--- src/rtl/stl_pkg.sv ---
// Shared types and constants for the servo and throttle slew limiter.
// Used by stl_cfg, stl_mul and servo_throttle_slew_limiter; no dependencies.
`timescale 1ns / 1ps
`default_nettype none

package stl_pkg;

    // Shared multiplier operand and product widths
    localparam int MUL_W  = 23;
    localparam int PROD_W = 2 * MUL_W;

    // Configuration register indexes
    typedef enum logic [2:0] {
        REG_SERVO_STEP    = 3'd0,
        REG_THROTTLE_STEP = 3'd1,
        REG_GIMBAL_LIMIT  = 3'd2,
        REG_THR_CEILING   = 3'd3,
        REG_PUMP_CUTOFF   = 3'd4,
        REG_SERVO_FREQ    = 3'd5,
        REG_PULSE_MIN     = 3'd6,
        REG_PULSE_MAX     = 3'd7
    } reg_index_t;

    typedef struct packed {
        logic [15:0] servo_step;
        logic [15:0] throttle_step;
        logic [15:0] gimbal_limit;
        logic [15:0] throttle_ceiling;
        logic [15:0] pump_cutoff;
        logic [8:0]  servo_freq;
        logic [11:0] pulse_min;
        logic [11:0] pulse_max;
    } cfg_t;

    // Reset values of the configuration registers
    localparam logic [15:0] RST_SERVO_STEP    = 16'd3072;
    localparam logic [15:0] RST_THROTTLE_STEP = 16'd2621;
    localparam logic [15:0] RST_GIMBAL_LIMIT  = 16'd2560;
    localparam logic [15:0] RST_THR_CEILING   = 16'd35389;
    localparam logic [15:0] RST_PUMP_CUTOFF   = 16'd655;
    localparam logic [8:0]  RST_SERVO_FREQ    = 9'd333;
    localparam logic [11:0] RST_PULSE_MIN     = 12'd500;
    localparam logic [11:0] RST_PULSE_MAX     = 12'd2500;

    // Angle to pulse: floor(angle*500/3072) = floor(floor(angle*125/256)/3)
    localparam logic [11:0] CENTER_US   = 12'd1500;
    localparam logic [7:0]  ANGLE_SCALE = 8'd125;
    localparam logic [15:0] DIV3_RECIP  = 16'd43691;   // (2^17+1)/3
    localparam int          DIV3_SHIFT  = 17;
    localparam logic [17:0] DIV3_BIAS   = 18'd33000;   // 3 * DIV3_BIAS_Q
    localparam logic [15:0] DIV3_BIAS_Q = 16'd11000;

    // Pulse to duty: divide by one million through a reciprocal
    localparam logic [19:0] ONE_MILLION = 20'd1000000;
    localparam int          RECIP_SHIFT = 20;

endpackage

`default_nettype wire

--- src/rtl/stl_cfg.sv ---
// Configuration register file for the slew limiter.
// Depends on stl_pkg for the register indexes, reset values and cfg_t.
`timescale 1ns / 1ps
`default_nettype none

module stl_cfg (
    input  wire logic              clk,
    input  wire logic              rst_n,
    input  wire logic              wr_en,
    input  wire logic [2:0]        wr_index,
    input  wire logic [15:0]       wr_data,
    output stl_pkg::cfg_t          cfg
);
    import stl_pkg::*;

    cfg_t cfg_reg;

    always_ff @(posedge clk or negedge rst_n)
    begin
        if (!rst_n)
        begin
            cfg_reg.servo_step       <= RST_SERVO_STEP;
            cfg_reg.throttle_step    <= RST_THROTTLE_STEP;
            cfg_reg.gimbal_limit     <= RST_GIMBAL_LIMIT;
            cfg_reg.throttle_ceiling <= RST_THR_CEILING;
            cfg_reg.pump_cutoff      <= RST_PUMP_CUTOFF;
            cfg_reg.servo_freq       <= RST_SERVO_FREQ;
            cfg_reg.pulse_min        <= RST_PULSE_MIN;
            cfg_reg.pulse_max        <= RST_PULSE_MAX;
        end
        else if (wr_en)
        begin
            unique case (reg_index_t'(wr_index))
                REG_SERVO_STEP:    cfg_reg.servo_step       <= wr_data;
                REG_THROTTLE_STEP: cfg_reg.throttle_step    <= wr_data;
                REG_GIMBAL_LIMIT:  cfg_reg.gimbal_limit     <= wr_data;
                REG_THR_CEILING:   cfg_reg.throttle_ceiling <= wr_data;
                REG_PUMP_CUTOFF:   cfg_reg.pump_cutoff      <= wr_data;
                REG_SERVO_FREQ:    cfg_reg.servo_freq       <= wr_data[8:0];
                REG_PULSE_MIN:     cfg_reg.pulse_min        <= wr_data[11:0];
                REG_PULSE_MAX:     cfg_reg.pulse_max        <= wr_data[11:0];
                default:           cfg_reg                  <= cfg_reg;
            endcase
        end
    end

    assign cfg = cfg_reg;

endmodule

`default_nettype wire

--- src/rtl/stl_mul.sv ---
// Shared signed multiplier with a registered product.
// Depends on stl_pkg for the operand and product widths.
`timescale 1ns / 1ps
`default_nettype none

module stl_mul (
    input  wire logic                               clk,
    input  wire logic                               en,
    input  wire logic signed [stl_pkg::MUL_W-1:0]   a,
    input  wire logic signed [stl_pkg::MUL_W-1:0]   b,
    output logic signed [stl_pkg::PROD_W-1:0]       prod
);
    import stl_pkg::*;

    logic signed [PROD_W-1:0] prod_reg;

    // Hold the product until the next issue
    always_ff @(posedge clk)
    begin
        if (en)
        begin
            prod_reg <= a * b;
        end
    end

    assign prod = prod_reg;

endmodule

`default_nettype wire

--- src/rtl/servo_throttle_slew_limiter.sv ---
// One item is in work at a time, and the single shared multiplier works both servo
// channels in turn; an item also waits in its last state until the result slot is free.
// A finished result waits in the output registers while the next item is taken.
// Reset (asynchronous, active low) clears the held angles and throttle, loads the
// register defaults and drops res_valid.
`timescale 1ns / 1ps
`default_nettype none

module servo_throttle_slew_limiter #(
    parameter int DUTY_BITS = 16
) (
    input  wire logic               clk,
    input  wire logic               rst_n,
    // command channel
    input  wire logic               cmd_valid,
    output logic                    cmd_ready,
    input  wire logic               cmd,
    input  wire logic signed [16:0] pitch_target,
    input  wire logic signed [16:0] yaw_target,
    input  wire logic signed [16:0] throttle_target,
    // result channel
    output logic                    res_valid,
    input  wire logic               res_ready,
    output logic signed [16:0]      pitch_angle,
    output logic signed [16:0]      yaw_angle,
    output logic [15:0]             throttle_level,
    output logic [11:0]             pitch_pulse_us,
    output logic [11:0]             yaw_pulse_us,
    output logic [15:0]             pitch_compare,
    output logic [15:0]             yaw_compare,
    output logic [15:0]             pump_compare,
    // configuration channel
    input  wire logic               cfg_valid,
    output logic                    cfg_ready,
    input  wire logic [2:0]         cfg_index,
    input  wire logic [15:0]        cfg_data
);
    import stl_pkg::*;

    localparam logic [63:0] DUTY_RECIP_W = (64'd1 << (RECIP_SHIFT + DUTY_BITS)) / 64'd1000000;
    localparam logic [63:0] DUTY_FULL_W  = (64'd1 << DUTY_BITS) - 64'd1;
    localparam logic [21:0] DUTY_RECIP   = DUTY_RECIP_W[21:0];
    localparam logic [22:0] DUTY_FULL    = DUTY_FULL_W[22:0];

    typedef enum logic [10:0] {
        ST_IDLE  = 11'b000_0000_0001,
        ST_DELTA = 11'b000_0000_0010,
        ST_SUM   = 11'b000_0000_0100,
        ST_SCALE = 11'b000_0000_1000,
        ST_DIV3  = 11'b000_0001_0000,
        ST_PULSE = 11'b000_0010_0000,
        ST_FREQ  = 11'b000_0100_0000,
        ST_RECIP = 11'b000_1000_0000,
        ST_BACK  = 11'b001_0000_0000,
        ST_FIX   = 11'b010_0000_0000,
        ST_DONE  = 11'b100_0000_0000
    } state_t;

    function automatic logic signed [18:0] clamp19(
        input logic signed [18:0] v,
        input logic signed [18:0] lo,
        input logic signed [18:0] hi
    );
        logic signed [18:0] r;
        r = v;
        if (r < lo) r = lo;
        if (r > hi) r = hi;
        return r;
    endfunction

    cfg_t                     cfg;
    state_t                   state_reg, state_next;
    logic                     ch_reg;
    logic                     res_valid_reg;
    logic                     slot_free;

    logic                     estop_reg;
    logic signed [16:0]       pitch_tgt_reg, yaw_tgt_reg, thr_tgt_reg;
    logic signed [17:0]       dp_reg, dy_reg, dt_reg;
    logic signed [16:0]       pitch_now_reg, yaw_now_reg;
    logic [15:0]              thr_now_reg;
    logic [11:0]              pitch_width_reg, yaw_width_reg;
    logic [20:0]              z_reg;
    logic [21:0]              q0_reg;
    logic [15:0]              pitch_cmp_reg, yaw_cmp_reg;

    logic signed [16:0]       pitch_angle_reg, yaw_angle_reg;
    logic [15:0]              throttle_level_reg, pump_cmp_reg;
    logic [11:0]              pitch_pulse_reg, yaw_pulse_reg;
    logic [15:0]              pitch_cmp_out_reg, yaw_cmp_out_reg;

    logic                     mul_en;
    logic signed [MUL_W-1:0]  mul_a, mul_b;
    logic signed [PROD_W-1:0] prod;

    logic signed [18:0]       step_s, tstep_s, lim_s, ceil_s;
    logic signed [18:0]       dp_c, dy_c, dt_c;
    logic signed [18:0]       pn_c, yn_c, tn_c;
    logic signed [16:0]       angle_sel;
    logic [11:0]              us_sel;
    logic signed [16:0]       scaled;
    logic [17:0]              div3_in;
    logic signed [15:0]       us_raw;
    logic signed [15:0]       us_lo, us_hi;
    logic [11:0]              us_clamped;
    logic [PROD_W-1:0]        z_shift, rem;
    logic [22:0]              duty_wide;

    stl_cfg u_cfg (
        .clk      (clk),
        .rst_n    (rst_n),
        .wr_en    (cfg_valid && cfg_ready),
        .wr_index (cfg_index),
        .wr_data  (cfg_data),
        .cfg      (cfg)
    );

    stl_mul u_mul (
        .clk  (clk),
        .en   (mul_en),
        .a    (mul_a),
        .b    (mul_b),
        .prod (prod)
    );

    assign cfg_ready = 1'b1;
    assign cmd_ready = (state_reg == ST_IDLE);
    assign slot_free = !res_valid_reg || res_ready;

    // Slew limits, zero-extended into one working width
    assign step_s  = $signed({3'b000, cfg.servo_step});
    assign tstep_s = $signed({3'b000, cfg.throttle_step});
    assign lim_s   = $signed({3'b000, cfg.gimbal_limit});
    assign ceil_s  = $signed({3'b000, cfg.throttle_ceiling});

    assign dp_c = clamp19($signed({{2{pitch_tgt_reg[16]}}, pitch_tgt_reg})
                          - $signed({{2{pitch_now_reg[16]}}, pitch_now_reg}),
                          -step_s, step_s);
    assign dy_c = clamp19($signed({{2{yaw_tgt_reg[16]}}, yaw_tgt_reg})
                          - $signed({{2{yaw_now_reg[16]}}, yaw_now_reg}),
                          -step_s, step_s);
    assign dt_c = clamp19($signed({{2{thr_tgt_reg[16]}}, thr_tgt_reg})
                          - $signed({3'b000, thr_now_reg}),
                          -tstep_s, tstep_s);

    assign pn_c = clamp19($signed({{2{pitch_now_reg[16]}}, pitch_now_reg})
                          + $signed({dp_reg[17], dp_reg}), -lim_s, lim_s);
    assign yn_c = clamp19($signed({{2{yaw_now_reg[16]}}, yaw_now_reg})
                          + $signed({dy_reg[17], dy_reg}), -lim_s, lim_s);
    assign tn_c = clamp19($signed({3'b000, thr_now_reg})
                          + $signed({dt_reg[17], dt_reg}), 19'sd0, ceil_s);

    assign angle_sel = ch_reg ? yaw_now_reg : pitch_now_reg;
    assign us_sel    = ch_reg ? yaw_width_reg : pitch_width_reg;

    // floor(angle*125/256), biased positive for the divide by three
    assign scaled  = prod[24:8];
    assign div3_in = 18'($signed({scaled[16], scaled}) + $signed(DIV3_BIAS));

    assign us_raw = $signed({4'b0000, CENTER_US})
                    + $signed({1'b0, prod[DIV3_SHIFT+14:DIV3_SHIFT]})
                    - $signed(DIV3_BIAS_Q);
    // Raise to the minimum first, then lower to the maximum
    assign us_lo  = (us_raw < $signed({4'b0000, cfg.pulse_min}))
                    ? $signed({4'b0000, cfg.pulse_min}) : us_raw;
    assign us_hi  = (us_lo > $signed({4'b0000, cfg.pulse_max}))
                    ? $signed({4'b0000, cfg.pulse_max}) : us_lo;
    assign us_clamped = us_hi[11:0];

    // The reciprocal estimate is at most one short; the remainder settles it
    assign z_shift = {{(PROD_W-21){1'b0}}, z_reg} << DUTY_BITS;
    assign rem     = z_shift - $unsigned(prod);

    always_comb
    begin
        if (z_reg >= 21'(ONE_MILLION))
        begin
            duty_wide = DUTY_FULL;
        end
        else if (rem >= PROD_W'(ONE_MILLION))
        begin
            duty_wide = {1'b0, q0_reg} + 23'd1;
        end
        else
        begin
            duty_wide = {1'b0, q0_reg};
        end
    end

    // Operand selection for the shared multiplier
    always_comb
    begin
        mul_en = 1'b0;
        mul_a  = '0;
        mul_b  = '0;
        unique case (state_reg)
            ST_SCALE:
            begin
                mul_en = 1'b1;
                mul_a  = MUL_W'(angle_sel);
                mul_b  = $signed({15'd0, ANGLE_SCALE});
            end
            ST_DIV3:
            begin
                mul_en = 1'b1;
                mul_a  = $signed({5'd0, div3_in});
                mul_b  = $signed({7'd0, DIV3_RECIP});
            end
            ST_FREQ:
            begin
                mul_en = 1'b1;
                mul_a  = $signed({11'd0, us_sel});
                mul_b  = $signed({14'd0, cfg.servo_freq});
            end
            ST_RECIP:
            begin
                mul_en = 1'b1;
                mul_a  = $signed({2'b00, prod[20:0]});
                mul_b  = $signed({1'b0, DUTY_RECIP});
            end
            ST_BACK:
            begin
                mul_en = 1'b1;
                mul_a  = $signed({1'b0, prod[RECIP_SHIFT+21:RECIP_SHIFT]});
                mul_b  = $signed({3'b000, ONE_MILLION});
            end
            default:
            begin
                mul_en = 1'b0;
            end
        endcase
    end

    always_comb
    begin
        state_next = state_reg;
        unique case (state_reg)
            ST_IDLE:  if (cmd_valid) state_next = ST_DELTA;
            ST_DELTA: state_next = estop_reg ? ST_FREQ : ST_SUM;
            ST_SUM:   state_next = ST_SCALE;
            ST_SCALE: state_next = ST_DIV3;
            ST_DIV3:  state_next = ST_PULSE;
            ST_PULSE: state_next = ST_FREQ;
            ST_FREQ:  state_next = ST_RECIP;
            ST_RECIP: state_next = ST_BACK;
            ST_BACK:  state_next = ST_FIX;
            ST_FIX:
            begin
                if (ch_reg)
                begin
                    state_next = ST_DONE;
                end
                else
                begin
                    state_next = estop_reg ? ST_FREQ : ST_SCALE;
                end
            end
            ST_DONE:  if (slot_free) state_next = ST_IDLE;
            default:  state_next = ST_IDLE;
        endcase
    end

    always_ff @(posedge clk or negedge rst_n)
    begin
        if (!rst_n)
        begin
            state_reg     <= ST_IDLE;
            ch_reg        <= 1'b0;
            res_valid_reg <= 1'b0;
            pitch_now_reg <= '0;
            yaw_now_reg   <= '0;
            thr_now_reg   <= '0;
        end
        else
        begin
            state_reg <= state_next;
            if (state_reg == ST_DELTA)
            begin
                ch_reg <= 1'b0;
                if (estop_reg)
                begin
                    pitch_now_reg <= '0;
                    yaw_now_reg   <= '0;
                    thr_now_reg   <= '0;
                end
            end
            if (state_reg == ST_SUM)
            begin
                pitch_now_reg <= pn_c[16:0];
                yaw_now_reg   <= yn_c[16:0];
                thr_now_reg   <= tn_c[15:0];
            end
            if (state_reg == ST_FIX)
            begin
                ch_reg <= 1'b1;
            end
            if (state_reg == ST_DONE && slot_free)
            begin
                res_valid_reg <= 1'b1;
            end
            else if (res_ready)
            begin
                res_valid_reg <= 1'b0;
            end
        end
    end

    always_ff @(posedge clk)
    begin
        if (state_reg == ST_IDLE && cmd_valid)
        begin
            estop_reg     <= cmd;
            pitch_tgt_reg <= pitch_target;
            yaw_tgt_reg   <= yaw_target;
            thr_tgt_reg   <= throttle_target;
        end
        if (state_reg == ST_DELTA)
        begin
            dp_reg <= dp_c[17:0];
            dy_reg <= dy_c[17:0];
            dt_reg <= dt_c[17:0];
            if (estop_reg)
            begin
                pitch_width_reg <= CENTER_US;
                yaw_width_reg   <= CENTER_US;
            end
        end
        if (state_reg == ST_PULSE)
        begin
            if (ch_reg)
            begin
                yaw_width_reg <= us_clamped;
            end
            else
            begin
                pitch_width_reg <= us_clamped;
            end
        end
        if (state_reg == ST_RECIP)
        begin
            z_reg <= prod[20:0];
        end
        if (state_reg == ST_BACK)
        begin
            q0_reg <= prod[RECIP_SHIFT+21:RECIP_SHIFT];
        end
        if (state_reg == ST_FIX)
        begin
            if (ch_reg)
            begin
                yaw_cmp_reg <= duty_wide[15:0];
            end
            else
            begin
                pitch_cmp_reg <= duty_wide[15:0];
            end
        end
        if (state_reg == ST_DONE && slot_free)
        begin
            pitch_angle_reg    <= pitch_now_reg;
            yaw_angle_reg      <= yaw_now_reg;
            throttle_level_reg <= thr_now_reg;
            pitch_pulse_reg    <= pitch_width_reg;
            yaw_pulse_reg      <= yaw_width_reg;
            pitch_cmp_out_reg  <= pitch_cmp_reg;
            yaw_cmp_out_reg    <= yaw_cmp_reg;
            pump_cmp_reg       <= (thr_now_reg < cfg.pump_cutoff) ? 16'd0 : thr_now_reg;
        end
    end

    assign res_valid      = res_valid_reg;
    assign pitch_angle    = pitch_angle_reg;
    assign yaw_angle      = yaw_angle_reg;
    assign throttle_level = throttle_level_reg;
    assign pitch_pulse_us = pitch_pulse_reg;
    assign yaw_pulse_us   = yaw_pulse_reg;
    assign pitch_compare  = pitch_cmp_out_reg;
    assign yaw_compare    = yaw_cmp_out_reg;
    assign pump_compare   = pump_cmp_reg;

`ifndef SYNTH
    a_accept_starts: assert property (@(posedge clk) disable iff (!rst_n)
        (cmd_valid && cmd_ready) |=> (state_reg == ST_DELTA))
        else $error("accepted item did not start the slew step");

    a_delta_first_channel: assert property (@(posedge clk) disable iff (!rst_n)
        (state_reg == ST_DELTA) |=> !ch_reg)
        else $error("channel index not cleared at item start");

    a_estop_zeroes: assert property (@(posedge clk) disable iff (!rst_n)
        (state_reg == ST_DELTA && estop_reg) |=>
        (pitch_now_reg == 17'sd0 && yaw_now_reg == 17'sd0 && thr_now_reg == 16'd0))
        else $error("emergency stop left held state non-zero");

    a_duty_in_range: assert property (@(posedge clk) disable iff (!rst_n)
        (state_reg == ST_FIX) |-> (duty_wide <= DUTY_FULL))
        else $error("duty correction exceeded full scale");

    a_done_delivers: assert property (@(posedge clk) disable iff (!rst_n)
        (state_reg == ST_DONE && slot_free) |=> (res_valid && cmd_ready))
        else $error("finished item not presented");
`endif

endmodule

`default_nettype wire

--- config.mk ---
export PLATFORM = sky130hd
export DESIGN_NAME = servo_throttle_slew_limiter
export DESIGN_NICKNAME = d
export VERILOG_FILES = /design/src/rtl/stl_pkg.sv /design/src/rtl/stl_cfg.sv /design/src/rtl/stl_mul.sv /design/src/rtl/servo_throttle_slew_limiter.sv
export SDC_FILE = /design/constraint.sdc
export NUM_CORES = 2
export LEC_CHECK = 0
export ABC_AREA = 1
export BUFFER_PORTS_ARGS = -buffer_cell sky130_fd_sc_hd__buf_2
export CORE_UTILIZATION = 56
export DETAILED_ROUTE_END_ITERATION = 16
export GPL_TIMING_DRIVEN = 0
export HOLD_SLACK_MARGIN = 0.12
export PLACE_DENSITY_LB_ADDON = 0.15
export SLEW_MARGIN = 20
export SYNTH_ARGS = -nofsm -noshare
export SYNTH_HDL_FRONTEND = slang
export SYNTH_SLANG_ARGS = --single-unit
--- constraint.sdc ---
create_clock -name clk -period 20.4 [get_ports clk]
set_clock_uncertainty 0.15 [all_clocks]
set_input_delay 6.12 -clock clk [delete_from_list [all_inputs] [get_ports clk]]
set_output_delay 6.12 -clock clk [all_outputs]
set_load 0.02 [all_outputs]
==> impl_metrics.tcl <==
set metrics [dict create \
    outcome "complete, no violations" \
    reg2regPathDepth 34 \
    fin_util_pct 61.9 \
    min_path_type "reg -> reg" \
    dp_cells 7940 \
    grt_usage_pct 37.0 \
    cp_data_required_time_ns 20.67 \
    num_rows 112 \
    start_util_pct 56.4 \
    synth.distinct_cells 65 \
    setup_viol 0 \
    portBuffers 199 \
    drtAntennaViolNets 0 \
    clkTransAtPathRegs_ns 0.07 \
    ys_ff_latch 541 \
    worstPathMaxFanout 9 \
    grt_pass1_vias 43000 \
    end_kind "flip-flop" \
    synth_area_um2 52600 \
    wl_um 173000 \
    yosysMostFrequentCell "nand2_1" \
    max_freq_ghz 0.0991 \
    synth_area_leader_cell "edfxtp_1" \
    holdPathStages 0 \
    muxShareOfSynthArea_pct 0.0190 \
    layout.nets 7770 \
    yosys-top-cells-count "nand2_1 (1372), inv_1 (1331), nor2_1 (503)" \
    worst_pin_slew_ns 1.01 \
    stdcell_count 8055 \
    ios 201 \
    period_minus_slack_ns 10.09 \
    crit_path_max_incr_delay_ns 0.56 \
    grt.overflow.total 0 \
    drc 0 \
    clk_path_buf_depth 3 \
    async_flop_share_pct 32.5 \
    wire_per_inst_um 21.4 \
    dr.pass1.iters 6 \
    ctsHoldBuffers 0 \
    synthXorXnorAreaFrac_pct 3.07 \
    htree_levels 2 \
    critPathMostFrequentCell "inv_1" \
    dp_hpwl_um 146000 \
    cp_slowest_cell "fa_1" \
    holdWs_ns 0.268 \
    clock_sinks 541 \
    cp.arrival_ns 10.36 \
    power_density_nw_per_um2 136 \
    placeableCoreArea_um2 93200 \
    syn_to_final_growth_pct 9.78 \
    rsz0062_at_grt "false" \
    drtIter0Drc 4190 \
    drive_above_1_share_pct 7.09 \
    finalWeightedCongestion 1.00 \
    fillers 8404 \
    synth.avg_cell_area_um2 8.18 \
    largest_reg_flops 113 \
    r2r-start "state_reg[1]$_DFFE_PN0P_" \
    viasPerCell 5.52 \
    synth_seq_area_share_pct 28.9 \
    die_h_um 308 \
    synth_area_leaders "edfxtp_1 (19%), fa_1 (17%), ha_1 (12%)" \
    synth_top_family_by_area "adder cells" \
    insertion_delay_ns 0.68 \
    antenna_found_initial 6 \
    min_from "yaw_cmp_reg[0]$_DFFE_PP_" \
    grt_max_degree 100 \
    max-slew-margin-rel_pct 32.1 \
    min_to "yaw_compare[0]$_DFFE_PP_" \
    synth-edff-count 341 \
    rrSetupSlack_ns 10.31 \
    worst-setup-path-type "reg -> reg" \
    numCtsBuffers 61 \
    cts_tree "yes" \
    ys.warnings.count 0 \
    slew_viol_final 0 \
    ctsResizeCount 0 \
    max-cap-violations 0 \
    netlist_instances 6426 \
    seq_area_um2 15200 \
    die_w_um 308 \
    cts_setup_buffers 0 \
    synthSimpleGateAreaFrac_pct 19.5 \
    start_kind "flip-flop" \
    multi_input_area_um2 32100 \
    netlist.area_leader.share_pct 19.5 \
    min_period_over_period_pct 49.4 \
    grt_first_pass_wirelength_um 261000 \
    p_leak_uw 0.0288 \
    hold_viol 0 \
    setup_tns_ns 0 \
    synthAdderAreaFrac_pct 28.9 \
    reg2reg_to "u_mul.prod[41]$_DFFE_PP_" \
    synth_flop_cell "edfxtp_1" \
    synth_compound_area_share_pct 8.97 \
    vias 44500 \
    peakVddDrop_uv 437 \
    cts-root-buf "clkbuf_16" \
    die_area_um2 95100 \
]
critical path, delay by kind of cell (launching register included):
kind                     cells  cell delay, ns
AO/OA/AOI/OAI                5            1.32
XOR/XNOR                     1            0.41
adder cells (fa/ha/maj)      8            3.94
buffers and inverters        9            0.87
flip-flops                   1            0.40
AND/OR/NAND/NOR             11            2.72
layout make-up:
type | instances | share of cell area, %
Clock buffer | 84 | 3.01
Antenna cell | 1 | 0.00434
Buffer | 102 | 0.815
Sequential cell | 541 | 26.3
Tap cell | 1254 | 2.72
Clock inverter | 30 | 0.564
Multi-Input combinational cell | 4473 | 55.5
Inverter | 1358 | 8.83
Timing Repair Buffer | 212 | 2.23
kinds of logic after synthesis:
| family | after synthesis |
|---|---|
| DFF | 541 |
| adders and majority gates | 945 |
| and+or+nand+nor | 2437 |
| muxes | 1 |
| buffers and inverters | 1460 |
| xor gates and xnor gates | 184 |
| AOI/OAI and AO/OA | 856 |
| other | 2 |
power by group:
group,leakage [uW],switching (uW),internal (uW)
registers,0.00548,245,1490
clock network,0.00101,485,661
logic,0.0223,3320,1670
cell usage in the layout (no fill, tap or decap), types with 134 or more instances in the layout:
master    Yosys  layout
inv_1      1331    1331
buf_2        22     220
dfrtp_1     134     134
nor2_1      503     498
nand2_1    1372    1372
ha_1        493     493
edfxtp_1    341     341
fa_1        452     452
xor2_1      137     137
nand3_1     345     344
o21ai_0     390     390
a21oi_1     274     274
layer usage:
| metal | GRT usage, % | part of all wire [%] |
|---|---|---|
| met1 | 50.8 | 42 |
| met5 | 0 | 0.012 |
| met3 | 6.73 | 8.8 |
| met2 | 57.1 | 44 |
| met4 | 16.6 | 5.0 |
worst max path at each step:
stage,start,cells past startpoint,slack (ns),endpoint
floorplan,res_ready,2,8.43,pitch_angle[0]$_DFFE_PP_
global placement,res_ready,3,5.18,pump_compare[5]$_SDFFCE_PN0P_
finish,state_reg[1]$_DFFE_PN0P_,34,10.31,u_mul.prod[41]$_DFFE_PP_
global route,state_reg[1]$_DFFE_PN0P_,34,9.64,u_mul.prod[41]$_DFFE_PP_
detailed placement,state_reg[1]$_DFFE_PN0P_,34,10.46,u_mul.prod[41]$_DFFE_PP_
CTS,state_reg[1]$_DFFE_PN0P_,34,10.35,u_mul.prod[41]$_DFFE_PP_
stage by stage:
step / power (uW) / setup WS [ns] / area [um2]
floorplan: 5060 / 8.43 / 52800
global placement: 6520 / 5.18 / 55300
detailed placement: 6630 / 10.46 / 55700
CTS: 7800 / 10.35 / 57700
global route: 8510 / 9.64 / 57700
finish: 7870 / 10.31 / 57700
No activity file was read; power rests on OpenSTA's default activity.
